`src/design/dcr_pkg.sv`:
```
package dcr_pkg;

   // default sizes
   localparam int TABLE_ENTRIES_DEFAULT = 256;
   localparam int DEPTH_BITS_DEFAULT    = 32;
   localparam int BASE_ENTRIES          = 256;
   localparam int FRAC_BITS             = 8;

   // codes
   localparam logic       ACTION_MEASURE = 1'b0;
   localparam logic       ACTION_RENDER  = 1'b1;
   localparam logic [7:0] ALPHA_OPAQUE   = 8'hFF;

   // request word
   typedef struct packed {
      logic               action;
      logic               frame_start;
      logic signed [31:0] depth_value;
      logic               depth_valid;
   } req_word_type;

   // response word
   typedef struct packed {
      logic [7:0] red;
      logic [7:0] green;
      logic [7:0] blue;
      logic [7:0] alpha;
   } rsp_word_type;

   // reversed viridis, red channel
   localparam logic [7:0] RED_TABLE [BASE_ENTRIES] = '{
      8'hfd, 8'hfb, 8'hf8, 8'hf6, 8'hf4, 8'hf1, 8'hef, 8'hec, 8'hea, 8'he7, 8'he5, 8'he2,
      8'hdf, 8'hdd, 8'hda, 8'hd8, 8'hd5, 8'hd2, 8'hd0, 8'hcd, 8'hca, 8'hc8, 8'hc5, 8'hc2,
      8'hc0, 8'hbd, 8'hba, 8'hb8, 8'hb5, 8'hb2, 8'hb0, 8'had, 8'haa, 8'ha8, 8'ha5, 8'ha2,
      8'ha0, 8'h9d, 8'h9b, 8'h98, 8'h95, 8'h93, 8'h90, 8'h8e, 8'h8b, 8'h89, 8'h86, 8'h84,
      8'h81, 8'h7f, 8'h7c, 8'h7a, 8'h77, 8'h75, 8'h73, 8'h70, 8'h6e, 8'h6c, 8'h69, 8'h67,
      8'h65, 8'h63, 8'h60, 8'h5e, 8'h5c, 8'h5a, 8'h58, 8'h56, 8'h54, 8'h52, 8'h50, 8'h4e,
      8'h4c, 8'h4a, 8'h48, 8'h46, 8'h44, 8'h42, 8'h40, 8'h3f, 8'h3d, 8'h3b, 8'h3a, 8'h38,
      8'h37, 8'h35, 8'h34, 8'h32, 8'h31, 8'h2f, 8'h2e, 8'h2d, 8'h2c, 8'h2a, 8'h29, 8'h28,
      8'h27, 8'h26, 8'h25, 8'h25, 8'h24, 8'h23, 8'h22, 8'h22, 8'h21, 8'h21, 8'h20, 8'h20,
      8'h1f, 8'h1f, 8'h1f, 8'h1f, 8'h1f, 8'h1f, 8'h1e, 8'h1e, 8'h1e, 8'h1f, 8'h1f, 8'h1f,
      8'h1f, 8'h1f, 8'h1f, 8'h1f, 8'h20, 8'h20, 8'h20, 8'h21, 8'h21, 8'h21, 8'h21, 8'h22,
      8'h22, 8'h22, 8'h23, 8'h23, 8'h23, 8'h24, 8'h24, 8'h25, 8'h25, 8'h25, 8'h26, 8'h26,
      8'h26, 8'h27, 8'h27, 8'h27, 8'h28, 8'h28, 8'h29, 8'h29, 8'h29, 8'h2a, 8'h2a, 8'h2a,
      8'h2b, 8'h2b, 8'h2c, 8'h2c, 8'h2c, 8'h2d, 8'h2d, 8'h2e, 8'h2e, 8'h2e, 8'h2f, 8'h2f,
      8'h30, 8'h30, 8'h31, 8'h31, 8'h31, 8'h32, 8'h32, 8'h33, 8'h33, 8'h34, 8'h34, 8'h35,
      8'h35, 8'h36, 8'h36, 8'h37, 8'h37, 8'h38, 8'h38, 8'h39, 8'h39, 8'h3a, 8'h3a, 8'h3b,
      8'h3b, 8'h3c, 8'h3c, 8'h3d, 8'h3d, 8'h3e, 8'h3e, 8'h3e, 8'h3f, 8'h3f, 8'h40, 8'h40,
      8'h41, 8'h41, 8'h42, 8'h42, 8'h42, 8'h43, 8'h43, 8'h44, 8'h44, 8'h44, 8'h45, 8'h45,
      8'h45, 8'h46, 8'h46, 8'h46, 8'h46, 8'h47, 8'h47, 8'h47, 8'h47, 8'h47, 8'h48, 8'h48,
      8'h48, 8'h48, 8'h48, 8'h48, 8'h48, 8'h48, 8'h48, 8'h48, 8'h48, 8'h48, 8'h48, 8'h48,
      8'h48, 8'h48, 8'h48, 8'h47, 8'h47, 8'h47, 8'h47, 8'h47, 8'h46, 8'h46, 8'h46, 8'h46,
      8'h45, 8'h45, 8'h44, 8'h44
   };

   // reversed viridis, green channel
   localparam logic [7:0] GREEN_TABLE [BASE_ENTRIES] = '{
      8'he7, 8'he7, 8'he6, 8'he6, 8'he6, 8'he5, 8'he5, 8'he5, 8'he5, 8'he4, 8'he4, 8'he4,
      8'he3, 8'he3, 8'he3, 8'he2, 8'he2, 8'he2, 8'he1, 8'he1, 8'he1, 8'he0, 8'he0, 8'hdf,
      8'hdf, 8'hdf, 8'hde, 8'hde, 8'hde, 8'hdd, 8'hdd, 8'hdc, 8'hdc, 8'hdb, 8'hdb, 8'hda,
      8'hda, 8'hd9, 8'hd9, 8'hd8, 8'hd8, 8'hd7, 8'hd7, 8'hd6, 8'hd6, 8'hd5, 8'hd5, 8'hd4,
      8'hd3, 8'hd3, 8'hd2, 8'hd1, 8'hd1, 8'hd0, 8'hd0, 8'hcf, 8'hce, 8'hcd, 8'hcd, 8'hcc,
      8'hcb, 8'hcb, 8'hca, 8'hc9, 8'hc8, 8'hc8, 8'hc7, 8'hc6, 8'hc5, 8'hc5, 8'hc4, 8'hc3,
      8'hc2, 8'hc1, 8'hc1, 8'hc0, 8'hbf, 8'hbe, 8'hbd, 8'hbc, 8'hbc, 8'hbb, 8'hba, 8'hb9,
      8'hb8, 8'hb7, 8'hb6, 8'hb6, 8'hb5, 8'hb4, 8'hb3, 8'hb2, 8'hb1, 8'hb0, 8'haf, 8'hae,
      8'had, 8'had, 8'hac, 8'hab, 8'haa, 8'ha9, 8'ha8, 8'ha7, 8'ha6, 8'ha5, 8'ha4, 8'ha3,
      8'ha2, 8'ha1, 8'ha1, 8'ha0, 8'h9f, 8'h9e, 8'h9d, 8'h9c, 8'h9b, 8'h9a, 8'h99, 8'h98,
      8'h97, 8'h96, 8'h95, 8'h94, 8'h93, 8'h92, 8'h92, 8'h91, 8'h90, 8'h8f, 8'h8e, 8'h8d,
      8'h8c, 8'h8b, 8'h8a, 8'h89, 8'h88, 8'h87, 8'h86, 8'h85, 8'h84, 8'h83, 8'h82, 8'h82,
      8'h81, 8'h80, 8'h7f, 8'h7e, 8'h7d, 8'h7c, 8'h7b, 8'h7a, 8'h79, 8'h78, 8'h77, 8'h76,
      8'h75, 8'h74, 8'h73, 8'h72, 8'h71, 8'h71, 8'h70, 8'h6f, 8'h6e, 8'h6d, 8'h6c, 8'h6b,
      8'h6a, 8'h69, 8'h68, 8'h67, 8'h66, 8'h65, 8'h64, 8'h63, 8'h62, 8'h61, 8'h60, 8'h5f,
      8'h5e, 8'h5d, 8'h5c, 8'h5b, 8'h5a, 8'h59, 8'h58, 8'h56, 8'h55, 8'h54, 8'h53, 8'h52,
      8'h51, 8'h50, 8'h4f, 8'h4e, 8'h4d, 8'h4c, 8'h4a, 8'h49, 8'h48, 8'h47, 8'h46, 8'h45,
      8'h44, 8'h42, 8'h41, 8'h40, 8'h3f, 8'h3e, 8'h3d, 8'h3b, 8'h3a, 8'h39, 8'h38, 8'h37,
      8'h35, 8'h34, 8'h33, 8'h32, 8'h30, 8'h2f, 8'h2e, 8'h2d, 8'h2c, 8'h2a, 8'h29, 8'h28,
      8'h26, 8'h25, 8'h24, 8'h23, 8'h21, 8'h20, 8'h1f, 8'h1d, 8'h1c, 8'h1b, 8'h1a, 8'h18,
      8'h17, 8'h16, 8'h14, 8'h13, 8'h11, 8'h10, 8'h0e, 8'h0d, 8'h0b, 8'h0a, 8'h08, 8'h07,
      8'h05, 8'h04, 8'h02, 8'h01
   };

   // reversed viridis, blue channel
   localparam logic [7:0] BLUE_TABLE [BASE_ENTRIES] = '{
      8'h25, 8'h23, 8'h21, 8'h20, 8'h1e, 8'h1d, 8'h1c, 8'h1b, 8'h1a, 8'h19, 8'h19, 8'h18,
      8'h18, 8'h18, 8'h19, 8'h19, 8'h1a, 8'h1b, 8'h1c, 8'h1d, 8'h1f, 8'h20, 8'h21, 8'h23,
      8'h25, 8'h26, 8'h28, 8'h29, 8'h2b, 8'h2d, 8'h2f, 8'h30, 8'h32, 8'h34, 8'h36, 8'h37,
      8'h39, 8'h3b, 8'h3c, 8'h3e, 8'h40, 8'h41, 8'h43, 8'h45, 8'h46, 8'h48, 8'h49, 8'h4b,
      8'h4d, 8'h4e, 8'h50, 8'h51, 8'h53, 8'h54, 8'h56, 8'h57, 8'h58, 8'h5a, 8'h5b, 8'h5c,
      8'h5e, 8'h5f, 8'h60, 8'h62, 8'h63, 8'h64, 8'h65, 8'h67, 8'h68, 8'h69, 8'h6a, 8'h6b,
      8'h6c, 8'h6d, 8'h6e, 8'h6f, 8'h70, 8'h71, 8'h72, 8'h73, 8'h74, 8'h75, 8'h76, 8'h77,
      8'h78, 8'h79, 8'h79, 8'h7a, 8'h7b, 8'h7c, 8'h7c, 8'h7d, 8'h7e, 8'h7f, 8'h7f, 8'h80,
      8'h81, 8'h81, 8'h82, 8'h82, 8'h83, 8'h83, 8'h84, 8'h85, 8'h85, 8'h85, 8'h86, 8'h86,
      8'h87, 8'h87, 8'h88, 8'h88, 8'h88, 8'h89, 8'h89, 8'h89, 8'h8a, 8'h8a, 8'h8a, 8'h8b,
      8'h8b, 8'h8b, 8'h8b, 8'h8c, 8'h8c, 8'h8c, 8'h8c, 8'h8c, 8'h8d, 8'h8d, 8'h8d, 8'h8d,
      8'h8d, 8'h8d, 8'h8d, 8'h8e, 8'h8e, 8'h8e, 8'h8e, 8'h8e, 8'h8e, 8'h8e, 8'h8e, 8'h8e,
      8'h8e, 8'h8e, 8'h8e, 8'h8e, 8'h8e, 8'h8e, 8'h8e, 8'h8e, 8'h8e, 8'h8e, 8'h8e, 8'h8e,
      8'h8e, 8'h8e, 8'h8e, 8'h8e, 8'h8e, 8'h8e, 8'h8e, 8'h8e, 8'h8e, 8'h8e, 8'h8e, 8'h8e,
      8'h8e, 8'h8e, 8'h8e, 8'h8e, 8'h8e, 8'h8e, 8'h8e, 8'h8d, 8'h8d, 8'h8d, 8'h8d, 8'h8d,
      8'h8d,
      8'h8d, 8'h8d, 8'h8d, 8'h8c, 8'h8c, 8'h8c, 8'h8c, 8'h8c, 8'h8c, 8'h8b, 8'h8b, 8'h8b,
      8'h8b, 8'h8a, 8'h8a, 8'h8a, 8'h8a, 8'h89, 8'h89, 8'h89, 8'h88, 8'h88, 8'h88, 8'h87,
      8'h87, 8'h86, 8'h86, 8'h85, 8'h85, 8'h84, 8'h84, 8'h83, 8'h83, 8'h82, 8'h81, 8'h81,
      8'h80, 8'h7f, 8'h7e, 8'h7e, 8'h7d, 8'h7c, 8'h7b, 8'h7a, 8'h7a, 8'h79, 8'h78, 8'h77,
      8'h76, 8'h75, 8'h74, 8'h73, 8'h71, 8'h70, 8'h6f, 8'h6e, 8'h6d, 8'h6c, 8'h6a, 8'h69,
      8'h68, 8'h67, 8'h65, 8'h64, 8'h63, 8'h61, 8'h60, 8'h5e, 8'h5d, 8'h5c, 8'h5a, 8'h59,
      8'h57, 8'h56, 8'h54
   };

endpackage

```
`src/design/depth_to_colormap_render_top.sv`:
```
// measure word: accepted, range updated in the cycle after; next word taken from S_IDLE
// render word outside the range or blank: S_CHECK, S_FETCH, S_BLEND, result loaded when free
// render word inside the range: S_CHECK, S_MULT, S_DIVIDE, S_FETCH, S_BLEND to the result;
// S_DIVIDE runs the restoring divider, one quotient bit per cycle
// the output register lets the next word in while a result waits to be taken
// reset: synchronous, clears range, range-seen flag, sequencer and output valid
module depth_to_colormap_render_top #(
   parameter int TABLE_ENTRIES = dcr_pkg::TABLE_ENTRIES_DEFAULT,
   parameter int DEPTH_BITS    = dcr_pkg::DEPTH_BITS_DEFAULT
) (
   input  logic                 clock,
   input  logic                 reset,
   input  logic                 req_valid,
   output logic                 req_stall,
   input  dcr_pkg::req_word_type req_word,
   output logic                 rsp_valid,
   input  logic                 rsp_stall,
   output dcr_pkg::rsp_word_type rsp_word
);
   import dcr_pkg::*;

   localparam int IW = $clog2(TABLE_ENTRIES);
   localparam int QW = IW + FRAC_BITS;
   localparam int PW = DEPTH_BITS + IW;
   localparam int CW = $clog2(QW);
   localparam logic [IW-1:0]         LAST_IDX = IW'(TABLE_ENTRIES - 1);
   localparam logic [DEPTH_BITS-1:0] SIGN_BIT = {1'b1, {(DEPTH_BITS - 1){1'b0}}};
   localparam logic [7:0]            BASE_LAST = 8'(BASE_ENTRIES - 1);

   typedef enum logic [5:0] {
      S_IDLE   = 6'b000001,
      S_CHECK  = 6'b000010,
      S_MULT   = 6'b000100,
      S_DIVIDE = 6'b001000,
      S_FETCH  = 6'b010000,
      S_BLEND  = 6'b100000
   } state_type;

   state_type               state_ff, state_in;
   req_word_type            item_ff, item_in;
   logic [DEPTH_BITS-1:0]   lo_ff, lo_in;
   logic [DEPTH_BITS-1:0]   hi_ff, hi_in;
   logic                    seen_ff, seen_in;
   logic [DEPTH_BITS-1:0]   num_ff, num_in;
   logic [DEPTH_BITS-1:0]   den_ff, den_in;
   logic [DEPTH_BITS-1:0]   rem_ff, rem_in;
   logic [QW-1:0]           quo_ff, quo_in;
   logic [CW-1:0]           count_ff, count_in;
   logic [IW-1:0]           idx_ff, idx_in;
   logic [FRAC_BITS-1:0]    frac_ff, frac_in;
   logic                    blank_ff, blank_in;
   logic [23:0]             col_a_ff, col_b_ff;
   logic                    rsp_valid_ff, rsp_valid_in;
   rsp_word_type            rsp_word_ff, rsp_word_in;

   logic                    req_take;
   logic                    rsp_free;
   logic [DEPTH_BITS-1:0]   depth_b;
   logic [PW-1:0]           prod;
   logic [DEPTH_BITS:0]     rem_ext;
   logic [DEPTH_BITS:0]     den_ext;
   logic [DEPTH_BITS:0]     rem_diff;
   logic                    take_bit;
   logic                    seen_v;
   logic [DEPTH_BITS-1:0]   lo_v;
   logic [DEPTH_BITS-1:0]   hi_v;
   rsp_word_type            blend_word;

   // table index clamped to the fixed entries
   function automatic logic [7:0] rom_addr(input logic [IW-1:0] idx);
      logic [15:0] wide;
      wide = 16'(idx);
      return (wide > 16'(BASE_LAST)) ? BASE_LAST : wide[7:0];
   endfunction

   function automatic logic [23:0] color_at(input logic [7:0] addr);
      return {RED_TABLE[addr], GREEN_TABLE[addr], BLUE_TABLE[addr]};
   endfunction

   // one channel, linear blend rounded half up
   function automatic logic [7:0] blend_chan(input logic [7:0] ca, input logic [7:0] cb,
                                             input logic [FRAC_BITS-1:0] f);
      logic [16:0] acc;
      acc = ({9'd0, ca} * (17'd256 - {9'd0, f})) + ({9'd0, cb} * {9'd0, f}) + 17'd128;
      return acc[15:8];
   endfunction

   // handshake
   assign req_stall = (state_ff != S_IDLE);
   assign req_take  = req_valid && !req_stall;
   assign rsp_free  = !rsp_valid_ff || !rsp_stall;

   // offset-binary depth so unsigned compares follow signed order
   assign depth_b = DEPTH_BITS'(item_ff.depth_value) ^ SIGN_BIT;

   // scaled numerator
   assign prod = PW'(num_ff) * PW'(LAST_IDX);

   // one restoring divide step
   assign rem_ext  = {rem_ff, quo_ff[QW-1]};
   assign den_ext  = {1'b0, den_ff};
   assign rem_diff = rem_ext - den_ext;
   assign take_bit = (rem_ext >= den_ext);

   // measure fold, after an optional clear
   assign seen_v = item_ff.frame_start ? 1'b0 : seen_ff;
   assign lo_v   = item_ff.frame_start ? SIGN_BIT : lo_ff;
   assign hi_v   = item_ff.frame_start ? SIGN_BIT : hi_ff;

   // color blend from the two fetched entries
   assign blend_word.red   = blend_chan(col_a_ff[23:16], col_b_ff[23:16], frac_ff);
   assign blend_word.green = blend_chan(col_a_ff[15:8], col_b_ff[15:8], frac_ff);
   assign blend_word.blue  = blend_chan(col_a_ff[7:0], col_b_ff[7:0], frac_ff);
   assign blend_word.alpha = ALPHA_OPAQUE;

   // sequencer
   always_comb begin
      state_in     = state_ff;
      item_in      = item_ff;
      lo_in        = lo_ff;
      hi_in        = hi_ff;
      seen_in      = seen_ff;
      num_in       = num_ff;
      den_in       = den_ff;
      rem_in       = rem_ff;
      quo_in       = quo_ff;
      count_in     = count_ff;
      idx_in       = idx_ff;
      frac_in      = frac_ff;
      blank_in     = blank_ff;
      rsp_word_in  = rsp_word_ff;
      rsp_valid_in = rsp_valid_ff && rsp_stall;
      case (state_ff)
         S_IDLE: begin
            if (req_take) begin
               item_in  = req_word;
               state_in = S_CHECK;
            end
         end
         S_CHECK: begin
            if (item_ff.action == ACTION_MEASURE) begin
               seen_in = seen_v;
               lo_in   = lo_v;
               hi_in   = hi_v;
               if (item_ff.depth_valid) begin
                  seen_in = 1'b1;
                  if (!seen_v) begin
                     lo_in = depth_b;
                     hi_in = depth_b;
                  end else begin
                     if (depth_b < lo_v) lo_in = depth_b;
                     if (depth_b > hi_v) hi_in = depth_b;
                  end
               end
               state_in = S_IDLE;
            end else begin
               blank_in = 1'b0;
               frac_in  = '0;
               idx_in   = '0;
               state_in = S_FETCH;
               if (!item_ff.depth_valid || !seen_ff || (hi_ff <= lo_ff)) begin
                  blank_in = 1'b1;
               end else if (depth_b <= lo_ff) begin
                  idx_in = '0;
               end else if (depth_b >= hi_ff) begin
                  idx_in = LAST_IDX;
               end else begin
                  num_in   = depth_b - lo_ff;
                  den_in   = hi_ff - lo_ff;
                  state_in = S_MULT;
               end
            end
         end
         S_MULT: begin
            rem_in   = prod[PW-1:IW];
            quo_in   = {prod[IW-1:0], {FRAC_BITS{1'b0}}};
            count_in = '0;
            state_in = S_DIVIDE;
         end
         S_DIVIDE: begin
            rem_in   = take_bit ? rem_diff[DEPTH_BITS-1:0] : rem_ext[DEPTH_BITS-1:0];
            quo_in   = {quo_ff[QW-2:0], take_bit};
            count_in = count_ff + CW'(1);
            if (count_ff == CW'(QW - 1)) begin
               idx_in   = quo_in[QW-1:FRAC_BITS];
               frac_in  = quo_in[FRAC_BITS-1:0];
               state_in = S_FETCH;
            end
         end
         S_FETCH: begin
            state_in = S_BLEND;
         end
         S_BLEND: begin
            if (rsp_free) begin
               rsp_word_in  = blank_ff ? '0 : blend_word;
               rsp_valid_in = 1'b1;
               state_in     = S_IDLE;
            end
         end
         default: begin
            state_in = S_IDLE;
         end
      endcase
   end

   // control and range state
   always_ff @(posedge clock) begin
      if (reset) begin
         state_ff     <= S_IDLE;
         seen_ff      <= 1'b0;
         lo_ff        <= SIGN_BIT;
         hi_ff        <= SIGN_BIT;
         rsp_valid_ff <= 1'b0;
      end else begin
         state_ff     <= state_in;
         seen_ff      <= seen_in;
         lo_ff        <= lo_in;
         hi_ff        <= hi_in;
         rsp_valid_ff <= rsp_valid_in;
      end
   end

   // datapath registers
   always_ff @(posedge clock) begin
      item_ff     <= item_in;
      num_ff      <= num_in;
      den_ff      <= den_in;
      rem_ff      <= rem_in;
      quo_ff      <= quo_in;
      count_ff    <= count_in;
      idx_ff      <= idx_in;
      frac_ff     <= frac_in;
      blank_ff    <= blank_in;
      rsp_word_ff <= rsp_word_in;
   end

   // color table, registered read of both neighbors
   always_ff @(posedge clock) begin
      if (state_ff == S_FETCH) begin
         col_a_ff <= color_at(rom_addr(idx_ff));
         col_b_ff <= color_at(rom_addr(idx_ff + IW'(1)));
      end
   end

   assign rsp_valid = rsp_valid_ff;
   assign rsp_word  = rsp_word_ff;

   // tracked range stays ordered once a sample is in
   assert property (@(posedge clock) disable iff (reset) seen_ff |-> (lo_ff <= hi_ff))
      else $error("range low above range high");

   // divider remainder stays below the divisor
   assert property (@(posedge clock) disable iff (reset) (state_ff == S_DIVIDE) |->
                    (rem_ff < den_ff))
      else $error("divider remainder out of range");

   // a shown word is either opaque or fully transparent black
   assert property (@(posedge clock) disable iff (reset) rsp_valid_ff |->
                    (rsp_word_ff.alpha == ALPHA_OPAQUE) || (rsp_word_ff == '0))
      else $error("bad alpha on response word");

   // a measure word never produces a response
   assert property (@(posedge clock) disable iff (reset)
                    (state_ff == S_CHECK && item_ff.action == ACTION_MEASURE) |=>
                    !$rose(rsp_valid_ff))
      else $error("response from a measure word");

endmodule

```
`config.mk`:
```
export PLATFORM = sky130hd
export DESIGN_NAME = depth_to_colormap_render_top
export DESIGN_NICKNAME = d
export VERILOG_FILES = /design/src/design/dcr_pkg.sv /design/src/design/depth_to_colormap_render_top.sv
export SDC_FILE = /design/constraint.sdc
export NUM_CORES = 2
export LEC_CHECK = 0
export ABC_AREA = 0
export BUFFER_PORTS_ARGS = -buffer_cell sky130_fd_sc_hd__buf_2
export CORE_MARGIN = 4
export CORE_UTILIZATION = 45
export CTS_CLUSTER_SIZE = 40
export DETAILED_ROUTE_END_ITERATION = 7
export GPL_ROUTABILITY_DRIVEN = 0
export REMOVE_ABC_BUFFERS = 1
export SETUP_SLACK_MARGIN = 0.05
export SKIP_CTS_REPAIR_TIMING = 1
export SYNTH_ARGS = -nofsm -noshare
export SYNTH_HDL_FRONTEND = slang
export SYNTH_SLANG_ARGS = --single-unit
```
`constraint.sdc`:
```
create_clock -name clock -period 7.4 [get_ports clock]
set_clock_uncertainty 0.1 [all_clocks]
set_input_delay 1.11 -clock clock [delete_from_list [all_inputs] [get_ports clock]]
set_output_delay 1.11 -clock clock [all_outputs]
set_load 0.01 [all_outputs]
```
==> impl_metrics.yaml <==
routing:
  drt_iter0_drc: 3010
  avgViaCountPerCell: 5.69
  wl_per_cell_um: 19.4
  drc_errors: 0
  drt-total-wl_mm: 130
  drt-pass1-iter-count: 6
  vias: 38000
  drtAntennaViolNets: 0
timing:
  min_period_ns: 6.91
  max_freq_mhz: 145
  worst_slew_pin_slew_ns: 1.31
  rsz0062_at_grt: "no"
  final_hold_viol_count: 0
  setup_viol: 0
  fin_crit_sh_pct: 93.4
  layout_setup_ws_ns: 0.490
  holdWs_ns: 0.376
  max_slew_margin_pct: 10.5
  report.final.slew_viol_count: 0
worst_setup_path:
  worstPathArrival_ns: 7.15
  critPathLaunchType: "flip-flop"
  critPathLaunch: "frac_ff[0]"
  crit_type: "reg -> reg"
  endpoint_kind: "flip-flop"
  r2r_start: "frac_ff[0]"
  crit_required_ns: 7.64
  crit_path_max_fanout: 18
synth:
  yosysSeqAreaShare_pct: 18.9
  yosys-top-cells-area: "fa_1 20%, edfxtp_1 16%, ha_1 13%"
  synthSimpleGateAreaFrac_pct: 15.9
  post-synth-top-area-cell: "fa_1"
  syn_area_sq_um: 45900
  synth_seq_cells: 313
  synth_edf_count: 241
  synth_top_family_by_area: "adder cells"
  avgSynthCellArea_sq_um: 8.57
  synth-xor-area-share_pct: 3.13
  synthFlopType: "edfxtp_1"
  muxShareOfSynthArea_pct: 2.11
  synth_fa_ha_area_share_pct: 33.1
  yosys.cell_types.count: 93
  synth_warnings: 0
  synth_compound_area_share_pct: 17.6
  syn_inst: 5362
  synth_top_cell_area_share_pct: 19.8
  synthArstFlopShare_pct: 0
place:
  dp_cells: 6589
  preCtsSetupSlack_ns: 0.444
  post-dp-hpwl_mm: 100
  port_buffers: 72
grt:
  met1_usage_pct: 29.5
  grt_pass1_vias: 38500
  antenna_found_initial: 0
  busiest_layer: "met2"
  overflow: 0
  grt_max_degree: 166
  grt_pass1_wl_mm: 209
  grt_use_met2_pct: 42.3
  grt_usage_pct: 24.2
  met3_usage_pct: 2.99
cts:
  numCtsBuffers: 41
  max-clock-path-buffers: 3
  cts_tree: "done"
  cts.sinks: 313
  htree_levels: 2
  clock-root-buffer: "clkbuf_16"
  clkTransAtPathRegs_ns: 0.07
  clock_latency_ns: 0.62
outcome:
  status: "complete, no violations"
min_path:
  hp-start: "lo_ff[12]"
  hp-class: "reg -> reg"
die:
  ioPinCount: 73
  num_rows: 116
  core_sq_um: 101000
  start_util_pct: 45.6
  die_x_um: 327
  die_area_sq_um: 107000
  die_y_um: 327
power_and_ir_drop:
  leakagePower_uw: 0.0218
  cellPowerDensity_nw_per_um2: 104
  peakVddDrop_v: 0.000169
final_layout:
  final_nets: 6257
  final_core_utilization_pct: 48.6
  final_layout_size_suffix_gt1_share_pct: 5.42
  area_delta_synth_final_pct: 6.65
  fin_cells: 6669
run:
  drv.max_cap_violation_count: 0
flip-flops by register name, summed over array words and instances, names as in the netlist, 4 cells and up:
register,count
num_ff,32
rsp_word,25
hi_ff,32
count_ff,4
col_b_ff,24
lo_ff,32
col_a_ff,24
frac_ff,8
item_ff,4
idx_ff,8
quo_ff,16
den_ff,32
depth_b,31
rem_ff,32
state_ff,6
where the power goes:
part	switching, uW	leakage (uW)	internal [uW]	total (uW)
clock	864	0.000655	1150	2020
combinational	655	0.0184	458	1110
sequential	28.5	0.00277	1940	1970
total	1550	0.0218	3550	5100
final cells by class:
cell class                 count  area, sq um
clock buffer                  51         1110
clock inverter                25          231
sequential                   313         8680
timing repair buffer         150          971
fill                        9912        51700
tap                         1357         1700
multi-input combinational   3926        33100
antenna                        2         5.00
inverter                     845         3170
cell usage after synthesis, types with 10 or more instances:
cell type and instances:
a2111oi_0 17, a211o_1 14, a211oi_1 78, a21boi_0 15, a21o_1 90, a21oi_1 339
a221oi_1 30, a22o_1 33, a22oi_1 12, a311oi_1 17, a31oi_1 47, and2_1 273
and3_1 20, buf_1 47, clkbuf_1 217, dfxtp_1 72, edfxtp_1 241, fa_1 454
ha_1 487, inv_1 838, mux2i_1 64, mux4_2 13, nand2_1 474, nand2b_1 114
nand3_1 84, nand3b_1 12, nand4_1 34, nor2_1 298, nor2b_1 27, nor3_1 94
nor4_1 17, o2111ai_1 10, o211ai_1 56, o21a_1 34, o21ai_0 267, o21bai_1 25
o221ai_1 23, o22ai_1 19, o311ai_0 23, o31ai_1 24, xnor2_1 107, xor2_1 57
cell families after synthesis:
group	Yosys count
adder cells (fa/ha/maj)	941
buffers and inverters	1123
multiplexers	80
flip-flops	313
AND/OR/NAND/NOR	1497
XOR/XNOR	164
AO/OA/AOI/OAI	1244
placed cells by master, fill, tap and decap left out, types with 34 or more instances in the layout:
| cell type | instances |
|---|---|
| nand2_1 | 473 |
| mux2i_1 | 64 |
| buf_4 | 76 |
| a21o_1 | 90 |
| edfxtp_1 | 241 |
| nand2b_1 | 114 |
| a211oi_1 | 77 |
| dfxtp_1 | 72 |
| a31oi_1 | 47 |
| and2_1 | 273 |
| nor2_1 | 297 |
| xor2_1 | 56 |
| xnor2_1 | 95 |
| o21ai_0 | 267 |
| o21a_1 | 34 |
| fa_1 | 454 |
| nor3_1 | 93 |
| clkbuf_16 | 42 |
| ha_1 | 486 |
| a21oi_1 | 337 |
| inv_1 | 837 |
| nand4_1 | 34 |
| buf_2 | 72 |
| o211ai_1 | 56 |
| nand3_1 | 84 |
worst max-delay path, cell delays in order, from the launching register on:
cell,delay [ns]
edfxtp_1,0.39
inv_1,0.09
ha_1,0.21
nand2_1,0.10
or3_1,0.38
xor2_2,0.36
buf_4,0.34
nand2_1,0.11
fa_1,0.54
fa_1,0.44
fa_1,0.53
inv_1,0.05
fa_1,0.46
fa_1,0.55
inv_1,0.05
fa_1,0.53
inv_1,0.04
ha_1,0.31
and3_1,0.18
a21oi_1,0.21
a31oi_1,0.22
a21oi_1,0.21
xor2_1,0.17
nor2_1,0.05
path summary, 6_finish.rpt:
kind / slack [ns] / cells past startpoint / end
worst min register to register: 0.38 / 2 / lo_ff[12]
worst max register to register: 0.49 / 23 / rsp_word[14]
worst min-delay path: 0.38 / 2 / lo_ff[12]
worst max-delay path: 0.49 / 23 / rsp_word[14]
through the flow:
step | TNS [ns] | power [uW] | area [sq um]
after detailed placement | 0 | 3110 | 47600
after CTS | 0 | 5160 | 49000
after global routing | 0 | 5390 | 49000
after floorplan | -44.49 | 2820 | 44800
after global placement | 0 | 3090 | 47600
final | 0 | 5100 | 49000
per-layer routing:
layer  routed length, um  up-vias
li1                    -    18100
met1               52100    18200
met2               63100     1316
met3                7500      370
met4                6930        0
met5                   0        -
(Power assumes the default switching activity.)
